--- config.mk ---
export PLATFORM = sky130hd
export DESIGN_NAME = rect_falloff_mask_pixel_flat
export DESIGN_NICKNAME = d
export VERILOG_FILES = /design/src/hdl/rfm_pkg.sv /design/src/hdl/rfm_in_if.sv /design/src/hdl/rfm_out_if.sv /design/src/hdl/rect_falloff_mask_pixel.sv /design/src/hdl/rfm_front.sv /design/src/hdl/rfm_div_cell.sv /design/src/flat_wrapper.sv
export SDC_FILE = /design/constraint.sdc
export NUM_CORES = 2
export LEC_CHECK = 0
export BUFFER_PORTS_ARGS = -buffer_cell sky130_fd_sc_hd__buf_2
export CORE_ASPECT_RATIO = 0.9
export CORE_MARGIN = 1
export CORE_UTILIZATION = 35
export DETAILED_ROUTE_END_ITERATION = 7
export GPL_TIMING_DRIVEN = 0
export REMOVE_ABC_BUFFERS = 1
export SYNTH_ARGS = -nofsm -noshare
export SYNTH_HDL_FRONTEND = slang
export SYNTH_SLANG_ARGS = --single-unit
--- constraint.sdc ---
create_clock -name clk -period 11.5 [get_ports clk]
set_input_delay 1.15 -clock clk [delete_from_list [all_inputs] [get_ports clk]]
set_output_delay 1.15 -clock clk [all_outputs]
set_load 0.05 [all_outputs]
--- src/hdl/rfm_pkg.sv ---
`default_nettype none
// ----------------------------------------------------------------------------
// rfm_pkg
// Shared types, register codes and per-axis arithmetic for the rectangular
// falloff mask pipeline.
// ----------------------------------------------------------------------------
package rfm_pkg;

  localparam int PIX_W  = 12;
  localparam int DIM_W  = 13;
  localparam int SHF_W  = 14;
  localparam int HGT_W  = 8;
  localparam int ADDR_W = 24;
  localparam int CIDX_W = 3;
  localparam int CDAT_W = 14;
  localparam int DST_W  = 15;
  localparam int DEN_W  = 14;
  localparam int REM_W  = 23;
  localparam int NCELL  = 8;

  localparam logic [DIM_W-1:0] MAX_DIM = 13'd4096;

  localparam logic [CIDX_W-1:0] REG_MAP_WIDTH     = 3'd0;
  localparam logic [CIDX_W-1:0] REG_MAP_HEIGHT    = 3'd1;
  localparam logic [CIDX_W-1:0] REG_FLAT_RADIUS_X = 3'd2;
  localparam logic [CIDX_W-1:0] REG_FLAT_RADIUS_Y = 3'd3;
  localparam logic [CIDX_W-1:0] REG_RAMP_WIDTH_X  = 3'd4;
  localparam logic [CIDX_W-1:0] REG_RAMP_WIDTH_Y  = 3'd5;
  localparam logic [CIDX_W-1:0] REG_SHIFT_X       = 3'd6;
  localparam logic [CIDX_W-1:0] REG_SHIFT_Y       = 3'd7;

  typedef struct packed {
    logic [DIM_W-1:0]        map_width;
    logic [DIM_W-1:0]        map_height;
    logic [DIM_W-1:0]        flat_radius_x;
    logic [DIM_W-1:0]        flat_radius_y;
    logic [DIM_W-1:0]        ramp_width_x;
    logic [DIM_W-1:0]        ramp_width_y;
    logic signed [SHF_W-1:0] shift_x;
    logic signed [SHF_W-1:0] shift_y;
  } cfg_t;

  typedef struct packed {
    logic             full;
    logic             div;
    logic [REM_W-1:0] rem;
    logic [DEN_W-1:0] den;
    logic [HGT_W-1:0] quo;
  } axis_t;

  typedef struct packed {
    axis_t             ax_x;
    axis_t             ax_y;
    logic [ADDR_W-1:0] addr;
    logic              outside;
  } item_t;

  // doubled distance from the shifted centre, plus one when the size is odd
  function automatic logic [DST_W-1:0] axis_dist(
    input logic [PIX_W-1:0]        p,
    input logic [DIM_W-1:0]        s,
    input logic signed [SHF_W-1:0] o
  );
    logic signed [16:0] tp;
    logic signed [16:0] ts;
    logic signed [16:0] to;
    logic signed [16:0] t;
    logic signed [16:0] mag;
    tp = {4'b0, p, 1'b0};
    ts = {4'b0, s};
    to = {{2{o[SHF_W-1]}}, o, 1'b0};
    t = tp - ts + 17'sd1 - to;
    mag = t[16] ? -t : t;
    return mag[DST_W-1:0] + {{(DST_W-1){1'b0}}, s[0]};
  endfunction

  // classify and form the ramp numerator 255*(2f+2r-D) + f
  function automatic axis_t axis_prep(
    input logic [DST_W-1:0] d,
    input logic [DIM_W-1:0] r,
    input logic [DIM_W-1:0] f
  );
    axis_t             a;
    logic [DEN_W-1:0]  sum;
    logic [DST_W-1:0]  s2;
    logic [15:0]       g;
    logic              pos;
    logic [DEN_W-1:0]  gm;
    logic [21:0]       n;
    sum = {1'b0, f} + {1'b0, r};
    s2 = {sum, 1'b0};
    g = {1'b0, s2} - {1'b0, d};
    pos = !g[15] && (g != 16'd0);
    gm = g[DEN_W-1:0];
    n = {gm, 8'b0} - {8'b0, gm};
    a.full = d < {1'b0, r, 1'b0};
    a.div = !a.full && pos;
    a.rem = {1'b0, n} + {10'b0, f};
    a.den = {f, 1'b0};
    a.quo = '0;
    return a;
  endfunction

  function automatic logic [HGT_W-1:0] axis_height(input axis_t a);
    if (a.full) begin
      return 8'd255;
    end else if (a.div) begin
      return a.quo;
    end
    return 8'd0;
  endfunction

endpackage
`default_nettype wire

--- src/hdl/rfm_in_if.sv ---
`default_nettype none
// ----------------------------------------------------------------------------
// rfm_in_if
// Pixel coordinate channel with valid/ready transfer.
// ----------------------------------------------------------------------------
interface rfm_in_if;
  logic                       valid;
  logic                       ready;
  logic [rfm_pkg::PIX_W-1:0]  pix_x;
  logic [rfm_pkg::PIX_W-1:0]  pix_y;

  modport source (output valid, output pix_x, output pix_y, input ready);
  modport sink (input valid, input pix_x, input pix_y, output ready);
endinterface
`default_nettype wire

--- src/hdl/rfm_out_if.sv ---
`default_nettype none
// ----------------------------------------------------------------------------
// rfm_out_if
// Mask result channel with valid/ready transfer.
// ----------------------------------------------------------------------------
interface rfm_out_if;
  logic                        valid;
  logic                        ready;
  logic [rfm_pkg::HGT_W-1:0]   height_value;
  logic [rfm_pkg::ADDR_W-1:0]  pixel_address;
  logic                        outside_image;

  modport source (output valid, output height_value, output pixel_address,
                  output outside_image, input ready);
  modport sink (input valid, input height_value, input pixel_address,
                input outside_image, output ready);
endinterface
`default_nettype wire

--- src/hdl/rect_falloff_mask_pixel.sv ---
`default_nettype none
// ----------------------------------------------------------------------------
// rect_falloff_mask_pixel
// Rectangular linear-falloff mask height, one pixel per clock unless stalled.
// ----------------------------------------------------------------------------
// Takes one pixel per clock unless stalled and returns its mask height, linear
// address and out-of-image flag from two front stages (distance, address, ramp
// numerator), a chain of eight divider cells that each settle one bit of the
// 8-bit ramp quotient for both axes, and an output register that takes the
// smaller axis value. The pipeline drains into its empty stages while the
// output is held. Write configuration only while the pipeline is empty.
module rect_falloff_mask_pixel (
  input  wire logic                         clk,
  input  wire logic                         rst_n,
  rfm_in_if.sink                            in_ch,
  rfm_out_if.source                         out_ch,
  input  wire logic                         cfg_we,
  input  wire logic [rfm_pkg::CIDX_W-1:0]   cfg_index,
  input  wire logic [rfm_pkg::CDAT_W-1:0]   cfg_data
);

  rfm_pkg::cfg_t                cfg_r;
  logic [rfm_pkg::DIM_W-1:0]    cfg_u;
  logic [rfm_pkg::DIM_W-1:0]    cfg_dim;

  logic [rfm_pkg::NCELL:0]      ch_valid;
  logic [rfm_pkg::NCELL:0]      ch_ready;
  rfm_pkg::item_t               ch_item [rfm_pkg::NCELL+1];

  logic                         o_valid_r;
  logic [rfm_pkg::HGT_W-1:0]    o_height_r;
  logic [rfm_pkg::ADDR_W-1:0]   o_addr_r;
  logic                         o_outside_r;
  logic [rfm_pkg::HGT_W-1:0]    o_height_nxt;
  logic [rfm_pkg::HGT_W-1:0]    hx;
  logic [rfm_pkg::HGT_W-1:0]    hy;

  assign cfg_u   = cfg_data[rfm_pkg::DIM_W-1:0];
  assign cfg_dim = (cfg_u > rfm_pkg::MAX_DIM) ? rfm_pkg::MAX_DIM : cfg_u;

  always_ff @(posedge clk) begin
    if (!rst_n) begin
      cfg_r.map_width     <= 13'd256;
      cfg_r.map_height    <= 13'd256;
      cfg_r.flat_radius_x <= '0;
      cfg_r.flat_radius_y <= '0;
      cfg_r.ramp_width_x  <= '0;
      cfg_r.ramp_width_y  <= '0;
      cfg_r.shift_x       <= '0;
      cfg_r.shift_y       <= '0;
    end else if (cfg_we) begin
      case (cfg_index)
        rfm_pkg::REG_MAP_WIDTH:     cfg_r.map_width     <= cfg_dim;
        rfm_pkg::REG_MAP_HEIGHT:    cfg_r.map_height    <= cfg_dim;
        rfm_pkg::REG_FLAT_RADIUS_X: cfg_r.flat_radius_x <= cfg_u;
        rfm_pkg::REG_FLAT_RADIUS_Y: cfg_r.flat_radius_y <= cfg_u;
        rfm_pkg::REG_RAMP_WIDTH_X:  cfg_r.ramp_width_x  <= cfg_u;
        rfm_pkg::REG_RAMP_WIDTH_Y:  cfg_r.ramp_width_y  <= cfg_u;
        rfm_pkg::REG_SHIFT_X:       cfg_r.shift_x       <= $signed(cfg_data);
        rfm_pkg::REG_SHIFT_Y:       cfg_r.shift_y       <= $signed(cfg_data);
        default: begin
        end
      endcase
    end
  end

  rfm_front u_front (
    .clk       (clk),
    .rst_n     (rst_n),
    .cfg       (cfg_r),
    .in_valid  (in_ch.valid),
    .in_ready  (in_ch.ready),
    .pix_x     (in_ch.pix_x),
    .pix_y     (in_ch.pix_y),
    .out_valid (ch_valid[0]),
    .out_ready (ch_ready[0]),
    .out_item  (ch_item[0])
  );

  for (genvar i = 0; i < rfm_pkg::NCELL; i++) begin : g_cell
    rfm_div_cell u_cell (
      .clk       (clk),
      .rst_n     (rst_n),
      .bit_idx   (3'(rfm_pkg::NCELL - 1 - i)),
      .in_valid  (ch_valid[i]),
      .in_ready  (ch_ready[i]),
      .in_item   (ch_item[i]),
      .out_valid (ch_valid[i+1]),
      .out_ready (ch_ready[i+1]),
      .out_item  (ch_item[i+1])
    );
  end

  assign ch_ready[rfm_pkg::NCELL] = !o_valid_r || out_ch.ready;

  always_comb begin
    hx = rfm_pkg::axis_height(ch_item[rfm_pkg::NCELL].ax_x);
    hy = rfm_pkg::axis_height(ch_item[rfm_pkg::NCELL].ax_y);
    if (ch_item[rfm_pkg::NCELL].outside) begin
      o_height_nxt = '0;
    end else begin
      o_height_nxt = (hx < hy) ? hx : hy;
    end
  end

  always_ff @(posedge clk) begin
    if (!rst_n) begin
      o_valid_r <= 1'b0;
    end else if (ch_ready[rfm_pkg::NCELL]) begin
      o_valid_r <= ch_valid[rfm_pkg::NCELL];
    end
  end

  always_ff @(posedge clk) begin
    if (ch_ready[rfm_pkg::NCELL] && ch_valid[rfm_pkg::NCELL]) begin
      o_height_r  <= o_height_nxt;
      o_addr_r    <= ch_item[rfm_pkg::NCELL].addr;
      o_outside_r <= ch_item[rfm_pkg::NCELL].outside;
    end
  end

  assign out_ch.valid         = o_valid_r;
  assign out_ch.height_value  = o_height_r;
  assign out_ch.pixel_address = o_addr_r;
  assign out_ch.outside_image = o_outside_r;

endmodule
`default_nettype wire

--- src/hdl/rfm_front.sv ---
`default_nettype none
// ----------------------------------------------------------------------------
// rfm_front
// Two-stage front end: axis distances, address and bounds, then ramp
// classification and divider numerator.
// ----------------------------------------------------------------------------
module rfm_front (
  input  wire logic                      clk,
  input  wire logic                      rst_n,
  input  wire rfm_pkg::cfg_t             cfg,
  input  wire logic                      in_valid,
  output logic                           in_ready,
  input  wire logic [rfm_pkg::PIX_W-1:0] pix_x,
  input  wire logic [rfm_pkg::PIX_W-1:0] pix_y,
  output logic                           out_valid,
  input  wire logic                      out_ready,
  output rfm_pkg::item_t                 out_item
);

  logic                            s1_valid_r;
  logic [rfm_pkg::DST_W-1:0]       s1_dx_r;
  logic [rfm_pkg::DST_W-1:0]       s1_dy_r;
  logic [rfm_pkg::ADDR_W-1:0]      s1_addr_r;
  logic                            s1_outside_r;
  logic                            s2_valid_r;
  rfm_pkg::item_t                  s2_item_r;

  logic                            s1_rdy;
  logic                            s2_rdy;
  logic [24:0]                     prod;
  logic [rfm_pkg::DST_W-1:0]       s1_dx_nxt;
  logic [rfm_pkg::DST_W-1:0]       s1_dy_nxt;
  logic [rfm_pkg::ADDR_W-1:0]      s1_addr_nxt;
  logic                            s1_outside_nxt;
  rfm_pkg::item_t                  s2_item_nxt;

  assign s2_rdy   = !s2_valid_r || out_ready;
  assign s1_rdy   = !s1_valid_r || s2_rdy;
  assign in_ready = s1_rdy;

  always_comb begin
    prod = 25'(pix_y) * 25'(cfg.map_width);
    s1_addr_nxt = prod[rfm_pkg::ADDR_W-1:0] + {12'b0, pix_x};
    s1_outside_nxt = ({1'b0, pix_x} >= cfg.map_width) ||
                     ({1'b0, pix_y} >= cfg.map_height);
    s1_dx_nxt = rfm_pkg::axis_dist(pix_x, cfg.map_width, cfg.shift_x);
    s1_dy_nxt = rfm_pkg::axis_dist(pix_y, cfg.map_height, cfg.shift_y);
  end

  always_comb begin
    s2_item_nxt.ax_x = rfm_pkg::axis_prep(s1_dx_r, cfg.flat_radius_x, cfg.ramp_width_x);
    s2_item_nxt.ax_y = rfm_pkg::axis_prep(s1_dy_r, cfg.flat_radius_y, cfg.ramp_width_y);
    s2_item_nxt.addr = s1_addr_r;
    s2_item_nxt.outside = s1_outside_r;
  end

  always_ff @(posedge clk) begin
    if (!rst_n) begin
      s1_valid_r <= 1'b0;
      s2_valid_r <= 1'b0;
    end else begin
      if (s1_rdy) begin
        s1_valid_r <= in_valid;
      end
      if (s2_rdy) begin
        s2_valid_r <= s1_valid_r;
      end
    end
  end

  always_ff @(posedge clk) begin
    if (s1_rdy && in_valid) begin
      s1_dx_r      <= s1_dx_nxt;
      s1_dy_r      <= s1_dy_nxt;
      s1_addr_r    <= s1_addr_nxt;
      s1_outside_r <= s1_outside_nxt;
    end
    if (s2_rdy && s1_valid_r) begin
      s2_item_r <= s2_item_nxt;
    end
  end

  assign out_valid = s2_valid_r;
  assign out_item  = s2_item_r;

endmodule
`default_nettype wire

--- src/hdl/rfm_div_cell.sv ---
`default_nettype none
// ----------------------------------------------------------------------------
// rfm_div_cell
// One restoring-division cell: resolves one quotient bit for both axes and
// hands the item to the next cell.
// ----------------------------------------------------------------------------
module rfm_div_cell (
  input  wire logic                       clk,
  input  wire logic                       rst_n,
  input  wire logic [2:0]                 bit_idx,
  input  wire logic                       in_valid,
  output logic                            in_ready,
  input  wire rfm_pkg::item_t             in_item,
  output logic                            out_valid,
  input  wire logic                       out_ready,
  output rfm_pkg::item_t                  out_item
);

  logic           valid_r;
  rfm_pkg::item_t item_r;
  rfm_pkg::item_t item_nxt;

  function automatic rfm_pkg::axis_t cell_step(
    input rfm_pkg::axis_t a,
    input logic [2:0]     k
  );
    rfm_pkg::axis_t            b;
    logic [rfm_pkg::REM_W-1:0] dsh;
    b = a;
    dsh = {9'b0, a.den} << k;
    if (a.div && (a.rem >= dsh)) begin
      b.rem = a.rem - dsh;
      b.quo = a.quo | (8'b1 << k);
    end
    return b;
  endfunction

  assign in_ready = !valid_r || out_ready;

  always_comb begin
    item_nxt = in_item;
    item_nxt.ax_x = cell_step(in_item.ax_x, bit_idx);
    item_nxt.ax_y = cell_step(in_item.ax_y, bit_idx);
  end

  always_ff @(posedge clk) begin
    if (!rst_n) begin
      valid_r <= 1'b0;
    end else if (in_ready) begin
      valid_r <= in_valid;
    end
  end

  always_ff @(posedge clk) begin
    if (in_ready && in_valid) begin
      item_r <= item_nxt;
    end
  end

  assign out_valid = valid_r;
  assign out_item  = item_r;

endmodule
`default_nettype wire

--- src/flat_wrapper.sv ---
// flat-port wrapper written by rule: the top's interface ports become plain ports
module rect_falloff_mask_pixel_flat 
  (clk, rst_n, cfg_we, cfg_index, cfg_data, in_ch_valid, in_ch_pix_x, in_ch_pix_y, in_ch_ready, out_ch_valid, out_ch_height_value, out_ch_pixel_address, out_ch_outside_image, out_ch_ready);
  rfm_in_if in_ch_i ();
  rfm_out_if out_ch_i ();
  input  wire logic clk;
  input  wire logic rst_n;
  input  wire logic cfg_we;
  input  wire logic [rfm_pkg::CIDX_W-1:0] cfg_index;
  input  wire logic [rfm_pkg::CDAT_W-1:0] cfg_data;
  input wire logic [$bits(in_ch_i.valid)-1:0] in_ch_valid;
  input wire logic [$bits(in_ch_i.pix_x)-1:0] in_ch_pix_x;
  input wire logic [$bits(in_ch_i.pix_y)-1:0] in_ch_pix_y;
  output wire logic [$bits(in_ch_i.ready)-1:0] in_ch_ready;
  output wire logic [$bits(out_ch_i.valid)-1:0] out_ch_valid;
  output wire logic [$bits(out_ch_i.height_value)-1:0] out_ch_height_value;
  output wire logic [$bits(out_ch_i.pixel_address)-1:0] out_ch_pixel_address;
  output wire logic [$bits(out_ch_i.outside_image)-1:0] out_ch_outside_image;
  input wire logic [$bits(out_ch_i.ready)-1:0] out_ch_ready;
  assign in_ch_i.valid = in_ch_valid;
  assign in_ch_i.pix_x = in_ch_pix_x;
  assign in_ch_i.pix_y = in_ch_pix_y;
  assign in_ch_ready = in_ch_i.ready;
  assign out_ch_valid = out_ch_i.valid;
  assign out_ch_height_value = out_ch_i.height_value;
  assign out_ch_pixel_address = out_ch_i.pixel_address;
  assign out_ch_outside_image = out_ch_i.outside_image;
  assign out_ch_i.ready = out_ch_ready;
  rect_falloff_mask_pixel u_core (.clk(clk), .rst_n(rst_n), .in_ch(in_ch_i), .out_ch(out_ch_i), .cfg_we(cfg_we), .cfg_index(cfg_index), .cfg_data(cfg_data));
endmodule
Word-level counts from Yosys, hierarchy flattened

Index checks and enable logic that the tools add are counted.

Mux-type cells: 28
Add/subtract/negate cells: 33
$mul: 1
$lt $le $gt $ge: 22
Reductions and logical operators: 69
Equality and inequality tests: 7

Operator list:

| cell                                          | count |
|---|---|
| two-way mux 23 bit                            | 14 |
| subtractor 15 x 15 -> 16 bit                  | 4 |
| two-way mux 8 bit                             | 7 |
| adder 22 x 13 -> 23 bit                       | 2 |
| >= comparator 23 x 14 -> 1 bit                | 2 |
| >= comparator 23 x 15 -> 1 bit                | 2 |
| >= comparator 23 x 16 -> 1 bit                | 2 |
| >= comparator 23 x 17 -> 1 bit                | 2 |
| >= comparator 23 x 18 -> 1 bit                | 2 |
| >= comparator 23 x 19 -> 1 bit                | 2 |
| >= comparator 23 x 20 -> 1 bit                | 2 |
| >= comparator 23 x 21 -> 1 bit                | 2 |
| subtractor 23 x 15 -> 23 bit                  | 2 |
| subtractor 23 x 16 -> 23 bit                  | 2 |
| subtractor 23 x 17 -> 23 bit                  | 2 |
| subtractor 23 x 18 -> 23 bit                  | 2 |
| subtractor 23 x 19 -> 23 bit                  | 2 |
| subtractor 23 x 20 -> 23 bit                  | 2 |
| subtractor 23 x 21 -> 23 bit                  | 2 |
| subtractor 22 x 14 -> 22 bit                  | 2 |
| nonzero test 16 bit                           | 2 |
| logical AND 1 bit                             | 31 |
| adder 14 x 2 -> 15 bit, second input constant | 2 |
| adder 15 x 1 -> 15 bit                        | 2 |
| 19 further kinds                              | 64 |

Input port bits: 46
Output and inout bits: 35
Flip-flop bits (word level): 1170
Logic and storage cells: 304

Depth between registers and ports, before layout

Depth after elaboration: 13
Gate-level depth with buffers: 31
Depth with buffers taken out: 31

Hierarchy

From an unflattened synthesis, not the netlist that was laid out.

Cells, all modules: 8465
Area total of the unflattened synthesis: 87651.6 µm²

Modules (own cells, without submodules):

| module                                      | sequential area each (µm²) | cells an instance | area an instance (µm²) | instances |
|---|---|---|---|---|
| rfm_div_cell at u_core.g_cell[2].u_cell ... | 3593.4                     | 711               | 7606.0                 | 5 |
| rfm_front                                   | 4724.5                     | 2285              | 20892.5                | 1 |
| rfm_div_cell at u_core.g_cell[1].u_cell     | 3593.4                     | 701               | 7911.3                 | 1 |
| rfm_div_cell at u_core.g_cell[7].u_cell     | 3593.4                     | 666               | 7701.1                 | 1 |
| rfm_div_cell at u_core.g_cell[0].u_cell     | 3593.4                     | 691               | 7651.1                 | 1 |
| rect_falloff_mask_pixel                     | 3133.0                     | 567               | 5465.2                 | 1 |

Least setup slack after synthesis

No wires, ideal clock.

Kind: input to register
From: input port out_ch_ready
To: register u_core.g_cell[2].u_cell.item_r (netlist bit u_core.g_cell[2].u_cell.out_item[0]) (enable)
Data required time: 10.763 ns
Setup time: 0.737 ns
Stages: 5
Arrival time: 9.562 ns
Buffers on the path: 0
Path slack: 1.202 ns
Path through: nor2b_1 and3_1 and3_1 and2_1 a21boi_0

Cells in the longest elaborated chain, start to end: 8

RTL lines:

| element                       | RTL line                      | RTL |
|---|---|---|
| start, declared               | flat_wrapper.sv:19            | `input wire logic [$bits(out_ch_i.ready)-1:0] out_ch_ready;` |
| logical OR 1 bit              | rect_falloff_mask_pixel.sv:94 | `assign ch_ready[rfm_pkg::NCELL] = !o_valid_r \|\| out_ch.ready;` |
| logical OR 1 bit (6 in a row) | rfm_div_cell.sv:38            | `assign in_ready = !valid_r \|\| out_ready;` |
| logical AND 1 bit             | rfm_div_cell.sv:55            | `if (in_ready && in_valid) begin` |
| end signal, assigned          | rfm_div_cell.sv:56            | `item_r <= item_nxt;` |
| end, declared                 | rfm_div_cell.sv:20            | `rfm_pkg::item_t item_r;` |

No other way between the ends.
A chain may end at the register's enable or synchronous reset.

Worst setup path after layout

From: input port in_ch_pix_y[0]
To: register u_core.u_front.s1_dy_r[9] (netlist name) (data pin)

Cells in the longest elaborated chain, start to end: 6

RTL lines:

| element                                | RTL line           | RTL |
|---|---|---|
| start, declared                        | flat_wrapper.sv:13 | `input wire logic [$bits(in_ch_i.pix_y)-1:0] in_ch_pix_y;` |
| subtractor 13 x 13 -> 14 bit *         | rfm_pkg.sv:72      | `t = tp - ts + 17'sd1 - to;` |
| adder 14 x 2 -> 15 bit *               | rfm_pkg.sv:72      |  |
| subtractor 15 x 15 -> 16 bit *         | rfm_pkg.sv:72      |  |
| negation 15 bit                        | rfm_pkg.sv:73      | `mag = t[16] ? -t : t;` |
| two-way mux 15 bit *                   | rfm_pkg.sv:73      |  |
| adder 15 x 1 -> 15 bit *               | rfm_pkg.sv:74      | `return mag[DST_W-1:0] + {{(DST_W-1){1'b0}}, s[0]};` |
| via u_core.u_front.s1_dy_nxt (one bit) | rfm_front.sv:32    | `logic [rfm_pkg::DST_W-1:0] s1_dy_nxt;` |
| end signal, assigned                   | rfm_front.sv:74    | `s1_dy_r <= s1_dy_nxt;` |
| end, declared                          | rfm_front.sv:22    | `logic [rfm_pkg::DST_W-1:0] s1_dy_r;` |

The timed path passes the listed nets; every way through them passes the cells marked *.

==> metrics.md <==
| Metric | Value |
|---|---|
| Comb power frac | `25.4%` |
| Status | `complete, no violations` |
| Placement Cell Area | `0.0672 mm²` |
| Routed wire length | `129 mm` |
| Post-CTS Resized | `0` |
| Worst path max stage delay | `0.78 ns` |
| Crit path arrival time | `7.39 ns` |
| Reg-to-reg setup timing slack | `4.59 ns` |
| Fraction of layout cells with a size suffix above 1 | `7.39%` |
| Clock-pin slew on the worst setup and hold paths | `0.06 ns` |
| Final hold vios | `0` |
| Worst Hold Class | `register to register` |
| Drt first-iter violations | `2241` |
| Global-route wire length before repair | `208 mm` |
| # port buffers | `80` |
| P_sw | `3400 µW` |
| Reg power frac | `41.7%` |
| Clock latency on the worst-skew pair | `0.75 ns` |
| Max Cap Viol | `0` |
| Synth warnings | `0` |
| Count of cell types in the netlist | `100` |
| Mean Syn Cell Area | `11.3 µm²` |
| Slew headroom | `4.28%` |
| Die width | `450 µm` |
| Reg-to-Reg End | `u_core.u_front.s1_dx_r[14]$_DFFE_PP_` |
| Reg2reg start | `u_core.cfg_r[93]$_SDFFE_PN0P_` |
| Final Cell Area | `0.0711 mm²` |
| CP Max Fanout | `22` |
| Post-Syn Instances | `5613` |
| Vias | `39800` |
| Crit. End Element | `register` |
| Placer Congestion | `0.884` |
| F_max | `144 MHz` |
| Total GRT Usage | `14.1%` |
| Drt pass-1 iters | `6` |
| Die area | `0.183 mm²` |
| Cell Area, Synth | `0.0633 mm²` |
| Peak supply drop | `0.132 mV` |
| Slew @ Worst Pin | `1.42 ns` |
| Sequential area share after synthesis | `51.0%` |
| Crit Path Class | `input port to register` |
| H-Tree Depth | `3` |
| Critical Path Start Type | `input port` |
| Vias per cell | `4.85` |
| Post-synth EDFFs | `997` |
| Finish-stage setup viols | `0` |
| CTS Buffer Depth | `3` |
| Yosys reg bits | `1114` |
| Worst path most repeated cell | `o21ai_0` |
| I/O Pins | `81` |
| Hold EP | `u_core.out_ch.pixel_address[0]$_DFFE_PP_` |
| Nets | `6431` |
| DIE HEIGHT | `405 µm` |
| Largest net degree at the start of global routing | `98` |
| CP required | `11.94 ns` |
| Max-slew violations | `0` |
| Post-synth top flop | `edfxtp_1` |
| Placed Cells incl. Taps | `7999` |
| Most common cell after layout, fill and taps aside | `edfxtp_1` |
| Starting Density | `35.4%` |
| Ys async rst share | `0%` |
| Slowest stage cell, crit path | `xnor2_2` |
| Hold depth | `0` |
| Setup skew after layout | `0.0594 ns` |
| CTS Hold Bufs | `0` |
| DRT antenna net count | `0` |
| Leakage | `0.0277 µW` |
| Clock Power Share | `32.9%` |
| CTS tree | `built` |
| Drc violations | `0` |
| Total CTS buffers | `113` |
| Worst R2R Path Depth | `27` |
| Most frequent cells in the layout | `997 x edfxtp_1, 633 x nand2_1, 624 x inv_1` |
| Power Density | `161 mW/mm²` |
| RSZ-0062 raised after global routing | `no` |
| Antenna violations before repair | `4` |
| DP HPWL | `100 mm` |
| GR Overflow Total | `0` |
| Core area | `0.179 mm²` |
| Hold path startpoint | `u_core.g_cell[7].u_cell.out_item[1]$_DFFE_PP_` |
| Ant diodes | `0` |
| Final worst path period share | `60.4%` |
| Num rows | `147` |
| Switching power share of the total | `29.7%` |
| Clock Tree Root | `clkbuf_16` |
| Post-DR wirelength/cell | `15.7 µm` |
| Post-CTS Setup Bufs | `0` |
| Vias in the first global route | `39800` |
| Clock sinks | `1114` |
| Pint | `8040 µW` |
| Tmin final | `6.95 ns` |
| Final instance count without filler cells | `8213` |
| Layout area overhead | `12.3%` |
-- sequential cells by signal, summed over array words and instances (netlist names) --
| name | cells |
|---|---|
| u_core.cfg_r | 106 |
| u_core.g_cell.u_cell.out_item | 808 |
| u_core.g_cell.u_cell.out_valid | 8 |
| u_core.out_ch.height_value | 8 |
| u_core.out_ch.outside_image | 1 |
| u_core.out_ch.pixel_address | 24 |
| u_core.out_ch.valid | 1 |
| u_core.u_front.out_item | 101 |
| u_core.u_front.out_valid | 1 |
| u_core.u_front.s1_addr_r | 24 |
| u_core.u_front.s1_dx_r | 15 |
| u_core.u_front.s1_dy_r | 15 |
| u_core.u_front.s1_outside_r | 1 |
| u_core.u_front.s1_valid_r | 1 |
-- power groups by stage --
stage / registers [µW] / logic, µW / clock network [µW]
2_1_floorplan: 4810 / 2280 / 0
3_3_place_gp: 4870 / 2820 / 0
3_5_place_dp: 4850 / 2880 / 0
4_1_cts: 4770 / 2900 / 3880
5_1_grt: 4790 / 3260 / 4030
6_report: 4770 / 2910 / 3760
-- Yosys cell counts, types with 65 or more instances --
| cell type | count | area [µm²] |
|---|---|---|
| a21boi_0 | 169 | 1270 |
| a21o_1 | 110 | 826 |
| a21oi_1 | 225 | 1130 |
| and2_1 | 68 | 425 |
| clkbuf_1 | 101 | 379 |
| dfxtp_1 | 117 | 2340 |
| edfxtp_1 | 997 | 29900 |
| fa_1 | 144 | 2880 |
| ha_1 | 511 | 6390 |
| inv_1 | 624 | 2340 |
| nand2_1 | 633 | 2380 |
| nand3_1 | 90 | 450 |
| nor2_1 | 267 | 1000 |
| nor2b_1 | 81 | 507 |
| nor3_1 | 86 | 430 |
| o21a_1 | 65 | 488 |
| o21ai_0 | 234 | 1170 |
| xnor2_1 | 227 | 1990 |
| xor2_1 | 162 | 1420 |
-- stage by stage --
| stage | hold WS (ns) | util (%) | worst slack (ns) | total power, µW | TNS, ns |
|---|---|---|---|---|---|
| final | 0.370 | 39.7 | 4.55 | 11400 | 0 |
| after global routing | 0.382 | 39.7 | 4.01 | 12100 | 0 |
| after CTS | 0.363 | 39.7 | 4.57 | 11500 | 0 |
| after detailed placement | 0.405 | 37.5 | 3.88 | 7730 | 0 |
| after global placement | 0.403 | 37.0 | -2.96 | 7690 | -593.26 |
| after floorplan | 0.400 | - | 1.20 | 7090 | 0 |
-- critical path, delay by kind of cell --
family	cells	cell delay (ns)
AO/OA/AOI/OAI	13	2.70
XOR/XNOR	3	1.10
adder cells (fa/ha/maj)	3	1.12
buffers and inverters	2	0.49
AND/OR/NAND/NOR	6	0.83
-- worst max path at each step --
stage,endpoint,slack [ns],cells past startpoint,startpoint
3_5_place_dp,u_core.u_front.s1_dy_r[14]$_DFFE_PP_,3.88,28,in_ch_pix_y[0]
2_1_floorplan,u_core.g_cell[2].u_cell.out_item[0]$_DFFE_PP_,1.20,5,out_ch_ready
4_1_cts,u_core.u_front.s1_dx_r[14]$_DFFE_PP_,4.57,27,u_core.cfg_r[93]$_SDFFE_PN0P_
3_3_place_gp,u_core.g_cell[2].u_cell.out_item[41]$_DFFE_PP_,-2.96,6,out_ch_ready
5_1_grt,u_core.u_front.s1_dy_r[4]$_DFFE_PP_,4.01,30,in_ch_pix_y[0]
6_report,u_core.u_front.s1_dy_r[9]$_DFFE_PP_,4.55,27,in_ch_pix_y[0]
-- layer usage --
layer,wire [µm],vias up,GRT usage (%)
met5,27,-,0
met4,4150,4,4.82
met3,4270,234,2.13
met2,59600,555,23.7
met1,61100,18900,18.4
li1,-,20200,-
-- cell families after synthesis --
kind of cell               synth area share, %
AOI/OAI and AO/OA                         11.5
DFF                                       51.0
xor gates and xnor gates                  5.51
and+or+nand+nor                           11.6
adders and majority gates                 14.7
muxes                                     1.22
buffers and inverters                     4.42
-- layout make-up --
cell class                      count  area, µm²
Clock inverter                     80        907
Inverter                          626       2350
Clock buffer                      134       2980
Multi-Input combinational cell   3758      28400
Timing Repair Buffer              117       1190
Tap cell                         2384       2980
Fill cell                       16900     108000
Sequential cell                  1114      32300
(Power assumes the default switching activity.)
